--- config.mk ---
export PLATFORM = sky130hd
export DESIGN_NAME = keyframe_linear_interpolator
export DESIGN_NICKNAME = d
export VERILOG_FILES = /design/src/sv/kli_pkg.sv /design/src/sv/keyframe_linear_interpolator.sv /design/src/sv/kli_regs.sv /design/src/sv/kli_datapath.sv /design/src/sv/kli_ctrl.sv
export SDC_FILE = /design/constraint.sdc
export NUM_CORES = 2
export LEC_CHECK = 0
export ABC_CLOCK_PERIOD_IN_PS = 33300
export BUFFER_PORTS_ARGS = -buffer_cell sky130_fd_sc_hd__buf_4
export CAP_MARGIN = 20
export CORE_MARGIN = 8
export CORE_UTILIZATION = 45
export CTS_CLUSTER_SIZE = 24
export DETAILED_ROUTE_END_ITERATION = 10
export GPL_ROUTABILITY_DRIVEN = 0
export PLACE_DENSITY = 0.63
export RECOVER_POWER = 100
export SLEW_MARGIN = 10
export SYNTH_ARGS = -nofsm -noshare
export SYNTH_HDL_FRONTEND = slang
export SYNTH_SLANG_ARGS = --single-unit
--- constraint.sdc ---
create_clock -name i_clk -period 33.3 [get_ports i_clk]
set_input_delay 1.665 -clock i_clk [delete_from_list [all_inputs] [get_ports i_clk]]
set_output_delay 1.665 -clock i_clk [all_outputs]
set_load 0.005 [all_outputs]
--- src/sv/kli_pkg.sv ---
// Shared types and constants of the keyframe linear interpolator.
`default_nettype none

package kli_pkg;

    localparam int MAX_KEYS   = 16;
    localparam int FRAME_BITS = 16;
    localparam int IDX_W      = $clog2(MAX_KEYS);
    localparam int CNT_W      = $clog2(MAX_KEYS + 1);
    localparam int VAL_W      = 32;
    localparam int LANES      = 3;
    localparam int DEN_W      = FRAME_BITS + 1;
    localparam int REM_W      = DEN_W + 1;
    localparam int MAG_W      = VAL_W + 1;
    localparam int STEP_W     = $clog2(MAG_W);
    localparam int ADDR_W     = 4;
    localparam int DATA_W     = 32;

    localparam logic CMD_WRITE = 1'b0;
    localparam logic CMD_EVAL  = 1'b1;

    typedef enum logic [1:0] {
        REG_KEY_COUNT = 2'd0,
        REG_DEFAULT_X = 2'd1,
        REG_DEFAULT_Y = 2'd2,
        REG_DEFAULT_Z = 2'd3
    } t_reg_addr;

    typedef struct packed {
        logic               cmd;
        logic [3:0]         key_index;
        logic [15:0]        key_frame;
        logic signed [31:0] key_x;
        logic signed [31:0] key_y;
        logic signed [31:0] key_z;
        logic [15:0]        frame;
    } t_in_item;

    typedef struct packed {
        logic signed [31:0] out_x;
        logic signed [31:0] out_y;
        logic signed [31:0] out_z;
        logic [4:0]         segment;
    } t_out_item;

    typedef struct packed {
        logic [4:0]                  key_count;
        logic [LANES-1:0][VAL_W-1:0] dflt;
    } t_cfg;

    typedef struct packed {
        logic wr_key;
        logic load_eval;
        logic scan_step;
        logic div_start;
        logic div_step;
        logic fin_load;
    } t_ctrl_cmd;

    typedef struct packed {
        logic scan_end;
        logic hit;
        logic div_last;
    } t_ctrl_stat;

endpackage

`default_nettype wire

--- src/sv/keyframe_linear_interpolator.sv ---
// A key write item is stored in the key store as it is accepted. An evaluate item
// scans the key slots from slot 0 until a key frame at or past the frame is found
// or the clamped key count is reached, runs the 33-step quotient lanes when a key
// is found, and then loads the output register once the output slot is free.
// One item at a time: a new item is accepted only after the last one is done.
// Synchronous active-low reset clears the configuration registers and control; the key store
// holds no reset and must be written before it is evaluated.
`default_nettype none

module keyframe_linear_interpolator (
    input  wire logic                       i_clk,
    input  wire logic                       i_rst_n,
    input  wire logic                       i_in_valid,
    output logic                            o_in_ready,
    input  wire kli_pkg::t_in_item          i_in_data,
    output logic                            o_out_valid,
    input  wire logic                       i_out_ready,
    output kli_pkg::t_out_item              o_out_data,
    input  wire logic                       psel,
    input  wire logic                       penable,
    input  wire logic                       pwrite,
    input  wire logic [kli_pkg::ADDR_W-1:0] paddr,
    input  wire logic [kli_pkg::DATA_W-1:0] pwdata,
    output logic      [kli_pkg::DATA_W-1:0] prdata,
    output logic                            pready
);

    kli_pkg::t_cfg       w_cfg;
    kli_pkg::t_ctrl_cmd  w_cmd;
    kli_pkg::t_ctrl_stat w_stat;

    kli_regs u_regs (
        .i_clk   (i_clk),
        .i_rst_n (i_rst_n),
        .psel    (psel),
        .penable (penable),
        .pwrite  (pwrite),
        .paddr   (paddr),
        .pwdata  (pwdata),
        .prdata  (prdata),
        .pready  (pready),
        .o_cfg   (w_cfg)
    );

    kli_ctrl u_ctrl (
        .i_clk       (i_clk),
        .i_rst_n     (i_rst_n),
        .i_in_valid  (i_in_valid),
        .i_in_cmd    (i_in_data.cmd),
        .o_in_ready  (o_in_ready),
        .o_out_valid (o_out_valid),
        .i_out_ready (i_out_ready),
        .i_stat      (w_stat),
        .o_cmd       (w_cmd)
    );

    kli_datapath u_dp (
        .i_clk  (i_clk),
        .i_cmd  (w_cmd),
        .i_item (i_in_data),
        .i_cfg  (w_cfg),
        .o_stat (w_stat),
        .o_item (o_out_data)
    );

endmodule

`default_nettype wire

--- src/sv/kli_regs.sv ---
// APB register file: key count and default X, Y and Z values.
`default_nettype none

module kli_regs (
    input  wire logic                       i_clk,
    input  wire logic                       i_rst_n,
    input  wire logic                       psel,
    input  wire logic                       penable,
    input  wire logic                       pwrite,
    input  wire logic [kli_pkg::ADDR_W-1:0] paddr,
    input  wire logic [kli_pkg::DATA_W-1:0] pwdata,
    output logic      [kli_pkg::DATA_W-1:0] prdata,
    output logic                            pready,
    output kli_pkg::t_cfg                   o_cfg
);

    kli_pkg::t_reg_addr w_addr_sel;
    logic               w_wr;
    kli_pkg::t_cfg      r_cfg;

    assign w_addr_sel = kli_pkg::t_reg_addr'(paddr[3:2]);
    assign w_wr       = psel & penable & pwrite;
    assign pready     = 1'b1;
    assign o_cfg      = r_cfg;

    always_ff @(posedge i_clk) begin
        if (!i_rst_n) begin
            r_cfg <= '0;
        end else if (w_wr) begin
            unique case (w_addr_sel)
                kli_pkg::REG_KEY_COUNT: r_cfg.key_count <= pwdata[4:0];
                kli_pkg::REG_DEFAULT_X: r_cfg.dflt[0]   <= pwdata;
                kli_pkg::REG_DEFAULT_Y: r_cfg.dflt[1]   <= pwdata;
                kli_pkg::REG_DEFAULT_Z: r_cfg.dflt[2]   <= pwdata;
                default: ;
            endcase
        end
    end

    always_comb begin
        unique case (w_addr_sel)
            kli_pkg::REG_KEY_COUNT: prdata = {27'd0, r_cfg.key_count};
            kli_pkg::REG_DEFAULT_X: prdata = r_cfg.dflt[0];
            kli_pkg::REG_DEFAULT_Y: prdata = r_cfg.dflt[1];
            kli_pkg::REG_DEFAULT_Z: prdata = r_cfg.dflt[2];
            default:                prdata = '0;
        endcase
    end

endmodule

`default_nettype wire

--- src/sv/kli_datapath.sv ---
// Key store, scan registers and three bit-serial scaled-quotient lanes.
`default_nettype none

module kli_datapath (
    input  wire logic                i_clk,
    input  wire kli_pkg::t_ctrl_cmd  i_cmd,
    input  wire kli_pkg::t_in_item   i_item,
    input  wire kli_pkg::t_cfg       i_cfg,
    output kli_pkg::t_ctrl_stat      o_stat,
    output kli_pkg::t_out_item       o_item
);

    localparam int L = kli_pkg::LANES;

    logic [kli_pkg::FRAME_BITS-1:0]   r_frames [kli_pkg::MAX_KEYS];
    logic [L-1:0][kli_pkg::VAL_W-1:0] r_vals   [kli_pkg::MAX_KEYS];

    logic [kli_pkg::FRAME_BITS-1:0]   r_f;
    logic [kli_pkg::CNT_W-1:0]        r_idx;
    logic [kli_pkg::DEN_W-1:0]        r_oldp1;   // previous key frame plus one
    logic [L-1:0][kli_pkg::VAL_W-1:0] r_c;
    logic [kli_pkg::DEN_W-1:0]        r_num;
    logic [kli_pkg::DEN_W-1:0]        r_den;
    logic [kli_pkg::STEP_W-1:0]       r_step;
    logic [L-1:0][kli_pkg::MAG_W-1:0] r_mag;
    logic [L-1:0][kli_pkg::MAG_W-1:0] r_q;
    logic [L-1:0][kli_pkg::REM_W-1:0] r_r;
    logic [L-1:0]                     r_neg;
    kli_pkg::t_out_item               r_out;

    logic [kli_pkg::CNT_W-1:0]        w_cnt;
    logic [kli_pkg::FRAME_BITS-1:0]   w_k;
    logic [L-1:0][kli_pkg::VAL_W-1:0] w_v;
    logic [kli_pkg::DEN_W-1:0]        w_kp1;
    logic [kli_pkg::DEN_W-1:0]        w_fp1;
    logic [L-1:0][kli_pkg::MAG_W-1:0] w_diff;
    logic [L-1:0][kli_pkg::MAG_W-1:0] w_abs;
    logic [L-1:0][kli_pkg::MAG_W-1:0] n_q;
    logic [L-1:0][kli_pkg::REM_W-1:0] n_r;
    logic [L-1:0][kli_pkg::VAL_W-1:0] w_res;

    assign w_cnt = (i_cfg.key_count > 5'(kli_pkg::MAX_KEYS))
                 ? kli_pkg::CNT_W'(kli_pkg::MAX_KEYS)
                 : kli_pkg::CNT_W'(i_cfg.key_count);
    assign w_k   = r_frames[r_idx[kli_pkg::IDX_W-1:0]];
    assign w_v   = r_vals[r_idx[kli_pkg::IDX_W-1:0]];
    assign w_kp1 = {1'b0, w_k} + kli_pkg::DEN_W'(1);
    assign w_fp1 = {1'b0, r_f} + kli_pkg::DEN_W'(1);

    assign o_stat.scan_end = (r_idx >= w_cnt);
    assign o_stat.hit      = (w_k >= r_f);
    assign o_stat.div_last = (r_step == '0);
    assign o_item          = r_out;

    always_comb begin
        logic [kli_pkg::REM_W-1:0] t_r2;
        logic [kli_pkg::REM_W-1:0] t_r3;
        logic                      t_q1;
        logic                      t_q2;
        for (int l = 0; l < L; l++) begin
            w_diff[l] = {w_v[l][kli_pkg::VAL_W-1], w_v[l]}
                      - {r_c[l][kli_pkg::VAL_W-1], r_c[l]};
            w_abs[l]  = w_diff[l][kli_pkg::MAG_W-1] ? (~w_diff[l] + kli_pkg::MAG_W'(1))
                                                    : w_diff[l];
            // one bit of floor(mag * num / den): remainder stays below den
            t_r2 = {r_r[l][kli_pkg::REM_W-2:0], 1'b0};
            t_q1 = (t_r2 >= {1'b0, r_den});
            if (t_q1) begin
                t_r2 = t_r2 - {1'b0, r_den};
            end
            t_r3 = t_r2;
            t_q2 = 1'b0;
            if (r_mag[l][kli_pkg::MAG_W-1]) begin
                t_r3 = t_r2 + {1'b0, r_num};
                t_q2 = (t_r3 >= {1'b0, r_den});
                if (t_q2) begin
                    t_r3 = t_r3 - {1'b0, r_den};
                end
            end
            n_r[l] = t_r3;
            n_q[l] = {r_q[l][kli_pkg::MAG_W-2:0], 1'b0}
                   + kli_pkg::MAG_W'(t_q1) + kli_pkg::MAG_W'(t_q2);
            w_res[l] = r_neg[l] ? (r_c[l] - r_q[l][kli_pkg::VAL_W-1:0])
                                : (r_c[l] + r_q[l][kli_pkg::VAL_W-1:0]);
        end
    end

    always_ff @(posedge i_clk) begin
        if (i_cmd.wr_key) begin
            r_frames[i_item.key_index[kli_pkg::IDX_W-1:0]] <=
                i_item.key_frame[kli_pkg::FRAME_BITS-1:0];
            r_vals[i_item.key_index[kli_pkg::IDX_W-1:0]] <=
                {i_item.key_z, i_item.key_y, i_item.key_x};
        end

        if (i_cmd.load_eval) begin
            r_f     <= i_item.frame[kli_pkg::FRAME_BITS-1:0];
            r_idx   <= '0;
            r_oldp1 <= '0;
            r_c     <= i_cfg.dflt;
            r_q     <= '0;
            r_neg   <= '0;
        end else if (i_cmd.scan_step) begin
            r_idx   <= r_idx + kli_pkg::CNT_W'(1);
            r_oldp1 <= w_kp1;
            r_c     <= w_v;
        end else if (i_cmd.div_start) begin
            r_num  <= w_fp1 - r_oldp1;
            r_den  <= w_kp1 - r_oldp1;
            r_step <= kli_pkg::STEP_W'(kli_pkg::MAG_W - 1);
            r_r    <= '0;
            r_q    <= '0;
            r_mag  <= w_abs;
            for (int l = 0; l < L; l++) begin
                r_neg[l] <= w_diff[l][kli_pkg::MAG_W-1];
            end
        end else if (i_cmd.div_step) begin
            r_step <= r_step - kli_pkg::STEP_W'(1);
            r_r    <= n_r;
            r_q    <= n_q;
            for (int l = 0; l < L; l++) begin
                r_mag[l] <= {r_mag[l][kli_pkg::MAG_W-2:0], 1'b0};
            end
        end

        if (i_cmd.fin_load) begin
            r_out.out_x   <= w_res[0];
            r_out.out_y   <= w_res[1];
            r_out.out_z   <= w_res[2];
            r_out.segment <= 5'(r_idx);
        end
    end

endmodule

`default_nettype wire

--- src/sv/kli_ctrl.sv ---
// Controller: handshakes, scan and division sequencing.
`default_nettype none

module kli_ctrl (
    input  wire logic                i_clk,
    input  wire logic                i_rst_n,
    input  wire logic                i_in_valid,
    input  wire logic                i_in_cmd,
    output logic                     o_in_ready,
    output logic                     o_out_valid,
    input  wire logic                i_out_ready,
    input  wire kli_pkg::t_ctrl_stat i_stat,
    output kli_pkg::t_ctrl_cmd       o_cmd
);

    typedef enum logic [1:0] {
        S_IDLE,
        S_SCAN,
        S_DIV,
        S_FIN
    } t_state;

    t_state r_state;
    t_state n_state;
    logic   r_out_valid;
    logic   n_out_valid;
    logic   w_in_acc;
    logic   w_slot_free;

    assign o_in_ready  = (r_state == S_IDLE);
    assign o_out_valid = r_out_valid;
    assign w_in_acc    = i_in_valid & o_in_ready;
    assign w_slot_free = !r_out_valid || i_out_ready;

    always_comb begin
        n_state     = r_state;
        n_out_valid = r_out_valid && !i_out_ready;
        o_cmd       = '0;
        unique case (r_state)
            S_IDLE: begin
                if (w_in_acc) begin
                    if (i_in_cmd == kli_pkg::CMD_EVAL) begin
                        o_cmd.load_eval = 1'b1;
                        n_state         = S_SCAN;
                    end else begin
                        o_cmd.wr_key = 1'b1;
                    end
                end
            end
            S_SCAN: begin
                priority if (i_stat.scan_end) begin
                    n_state = S_FIN;
                end else if (i_stat.hit) begin
                    o_cmd.div_start = 1'b1;
                    n_state         = S_DIV;
                end else begin
                    o_cmd.scan_step = 1'b1;
                end
            end
            S_DIV: begin
                o_cmd.div_step = 1'b1;
                if (i_stat.div_last) begin
                    n_state = S_FIN;
                end
            end
            S_FIN: begin
                if (w_slot_free) begin
                    o_cmd.fin_load = 1'b1;
                    n_out_valid    = 1'b1;
                    n_state        = S_IDLE;
                end
            end
            default: n_state = S_IDLE;
        endcase
    end

    always_ff @(posedge i_clk) begin
        if (!i_rst_n) begin
            r_state     <= S_IDLE;
            r_out_valid <= 1'b0;
        end else begin
            r_state     <= n_state;
            r_out_valid <= n_out_valid;
        end
    end

endmodule

`default_nettype wire
==> results.json <==
{
  "outcome": "finished, violations left",
  "failed_checks": "capacitance limit, slew limit",
  "cp_max_fo": 65,
  "skew_ns": 0.0927,
  "holdBufCountCts": 0,
  "cts_tree": "built",
  "start_util": 0.452,
  "mostFrequentLayoutCells": "2195 x edfxtp_1, 887 x nand2_1, 565 x mux4_2, 461 x nor2_1, 455 x a21oi_1",
  "min_to": "u_regs.o_cfg[68]$_SDFFE_PN0P_",
  "syn_nets": 8918,
  "worst_pin_slew_ns": 8.38,
  "synth-seq-cells": 2424,
  "p_per_area_nw_per_um2": 75.3,
  "clock_sinks": 2424,
  "synth_area_leaders": "edfxtp_1 57%, mux4_2 11%, ha_1 4.7%, dfxtp_1 3.9%, xnor2_1 2.9%",
  "syn-cell-area_um2": 116000,
  "ff2ff_path_depth": 16,
  "io_pins": 312,
  "setup_viol": 0,
  "cts_buffer_depth": 4,
  "grt_usage": 0.221,
  "yosysSeqAreaShare": 0.606,
  "drive_gt1_frac": 0.138,
  "final_nets": 9234,
  "hold_path_class": "reg -> reg",
  "synth_edf_count": 2195,
  "fmax_mhz": 53.2,
  "post_cts_resized": 0,
  "finalHoldViolCount": 0,
  "wirelength_mm": 312,
  "ir_worst_vdd_mv": 0.0618,
  "drtAntennaViolNets": 0,
  "rsz0062_at_grt": "no",
  "antenna_found_initial": 62,
  "dieArea_um2": 275000,
  "yosys_warnings": 0,
  "cts_root_buf": "clkbuf_16",
  "synth.distinct_cells": 104,
  "yosys.area.top_type": "edfxtp_1",
  "crit_path_end_kind": "register",
  "power_mw": 9.78,
  "die_y_um": 524,
  "fp.coreArea_um2": 257000,
  "report.final.slew_viol_count": 3274,
  "grt_max_degree": 128,
  "post-route-drc-count": 0,
  "wl_per_cell_um": 25.6,
  "max_cap_viol_count": 76,
  "final.setup.tns_ns": 0,
  "syn_avg_cell_area_um2": 14.0,
  "hp-start": "u_regs.o_cfg[68]$_SDFFE_PN0P_",
  "cp.arrival_ns": 19.22,
  "fp-row-count": 186,
  "cts_made_buffers": 280,
  "min_path_cells": 2,
  "final_common_cell": "edfxtp_1",
  "first_global_vias": 69746,
  "grt_first_pass_wirelength_mm": 454,
  "clk_pin_slew_ns": 0.06,
  "worstReg2RegEnd": "u_dp.r_mag[31]$_DFFE_PP_",
  "overflow": 0,
  "drtIter0Drc": 6534,
  "maxSlewHeadroom": -4.58,
  "htree_levels": 5,
  "synth_top_area_frac": 0.567,
  "dr.pass1.iters": 6,
  "port_buffers": 308,
  "cp.required_ns": 33.72,
  "p_leak_nw": 43.9,
  "post-route-period-util": 0.564,
  "syn_inst": 8292,
  "start_kind": "register",
  "ys_async_sr_fraction": 0,
  "die_w_um": 524,
  "ff2ff_setup_slack_ns": 14.50,
  "vias": 71098,
  "path_class": "reg -> reg",
  "area_delta_synth_final_pct": 11.7,
  "dp_hpwl_mm": 205,
  "post_cts_buffers": 0,
  "synth_ff_type": "edfxtp_1",
  "clock_latency_ns": 0.96,
  "vias_per_cell": 5.82,
  "layout_min_cycle_time_ns": 18.80
}
==> logic make-up after synthesis <==
family / after synthesis / synth area share
AO/OA/AOI/OAI: 1505 / 0.0821
XOR/XNOR: 577 / 0.0435
adder cells (fa/ha/maj): 450 / 0.0495
buffers and inverters: 712 / 0.0244
flip-flops: 2424 / 0.606
multiplexers: 683 / 0.120
other: 1 / 0.0000323
AND/OR/NAND/NOR: 1940 / 0.0738
==> flip-flops by register name (all words and copies together) (netlist names), 51 cells and up, named ones only <==
register / flops
u_dp.o_item: 101
u_dp.r_c: 96
u_dp.r_frames: 256
u_dp.r_mag: 99
u_dp.r_q: 96
u_dp.r_r: 51
u_dp.r_vals: 1536
u_regs.o_cfg: 101
==> area by class of cell <==
| class | count | area (um^2) |
|---|---|---|
| timing repair buffer | 409 | 2180 |
| multi-input combinational | 5156 | 42900 |
| clock buffer | 342 | 7470 |
| tap | 3384 | 4230 |
| sequential | 2424 | 70500 |
| fill | 21576 | 127000 |
| antenna | 26 | 65.1 |
| clock inverter | 133 | 1210 |
| inverter | 337 | 1270 |
==> cell usage after synthesis (all sizes together) (8+ instances only) <==
| cell type | count |
|---|---|
| edfxtp | 2195 |
| nand2 | 888 |
| mux4 | 565 |
| nor2 | 470 |
| a21oi | 458 |
| ha | 433 |
| xnor2 | 388 |
| o21ai | 364 |
| inv | 337 |
| clkbuf | 283 |
| dfxtp | 229 |
| xor2 | 189 |
| a211oi | 146 |
| a21o | 134 |
| nand3 | 116 |
| nor3 | 102 |
| buf | 92 |
| mux2i | 76 |
| and3 | 62 |
| nor2b | 53 |
| o21a | 51 |
| mux2 | 42 |
| nand2b | 42 |
| o31ai | 42 |
| and2 | 41 |
| a31oi | 37 |
| nand4 | 37 |
| o21bai | 37 |
| a21boi | 34 |
| nor4 | 31 |
| o211ai | 30 |
| or3 | 29 |
| a22o | 28 |
| or2 | 20 |
| a211o | 17 |
| fa | 17 |
| o31a | 14 |
| a2111oi | 13 |
| o41ai | 12 |
| nand3b | 11 |
| or4 | 9 |
| a41oi | 8 |
| nor3b | 8 |
==> critical path, cell delays in order (launching register included) <==
cell      delay (ns)
dfxtp_1         1.43
clkbuf_1        2.32
clkbuf_1        2.44
mux4_2          0.74
mux4_2          0.59
ha_1            0.32
a21o_1          0.10
a21o_1          0.12
a21o_1          0.11
a21o_1          0.12
a21o_1          0.12
a21oi_1         0.06
o211ai_1        0.49
nand2_1         1.02
a21oi_1         2.53
clkbuf_1        2.77
clkbuf_1        2.85
==> stage by stage <==
stage	utilization	hold WS, ns	setup slack [ns]	std cells	cell area, um^2
after floorplan	-	0.446	20.54	8292	116000
after global placement	0.476	0.455	22.02	11705	122000
after detailed placement	0.476	0.462	22.37	11706	122000
after CTS	0.510	0.471	22.34	12181	131000
after global routing	0.505	0.491	12.33	12192	130000
final	0.506	0.471	14.50	12211	130000
==> power breakdown <==
part / internal (mW) / total (mW) / switching, mW
registers: 3.59 / 3.72 / 0.135
logic: 1.33 / 3.11 / 1.78
clock network: 1.74 / 2.94 / 1.20
total: 6.66 / 9.78 / 3.11
==> layer usage <==
metal / global-route usage / up-vias / routed length, um
li1: - / 32282 / -
met1: 0.305 / 35860 / 134000
met2: 0.352 / 2392 / 144000
met3: 0.0432 / 532 / 21900
met4: 0.0758 / 32 / 11700
met5: 0 / - / 208
==> how the worst max path moves through the flow <==
stage          cells after the start               startpoint  slack [ns]                     endpoint
2_1_floorplan                     21                 register       20.54  u_dp.r_mag[0]$_SDFFCE_PN0P_
3_3_place_gp                      42  u_dp.r_den[0]$_DFFE_PP_       22.02    u_dp.r_q[26]$_SDFFE_PP0P_
3_5_place_dp                      42  u_dp.r_den[0]$_DFFE_PP_       22.37    u_dp.r_q[26]$_SDFFE_PP0P_
4_1_cts                           42  u_dp.r_den[0]$_DFFE_PP_       22.34    u_dp.r_q[26]$_SDFFE_PP0P_
5_1_grt                           16                 register       12.33     u_dp.r_mag[23]$_DFFE_PP_
6_report                          16                 register       14.50     u_dp.r_mag[31]$_DFFE_PP_
No activity file was read; power rests on OpenSTA's default activity.
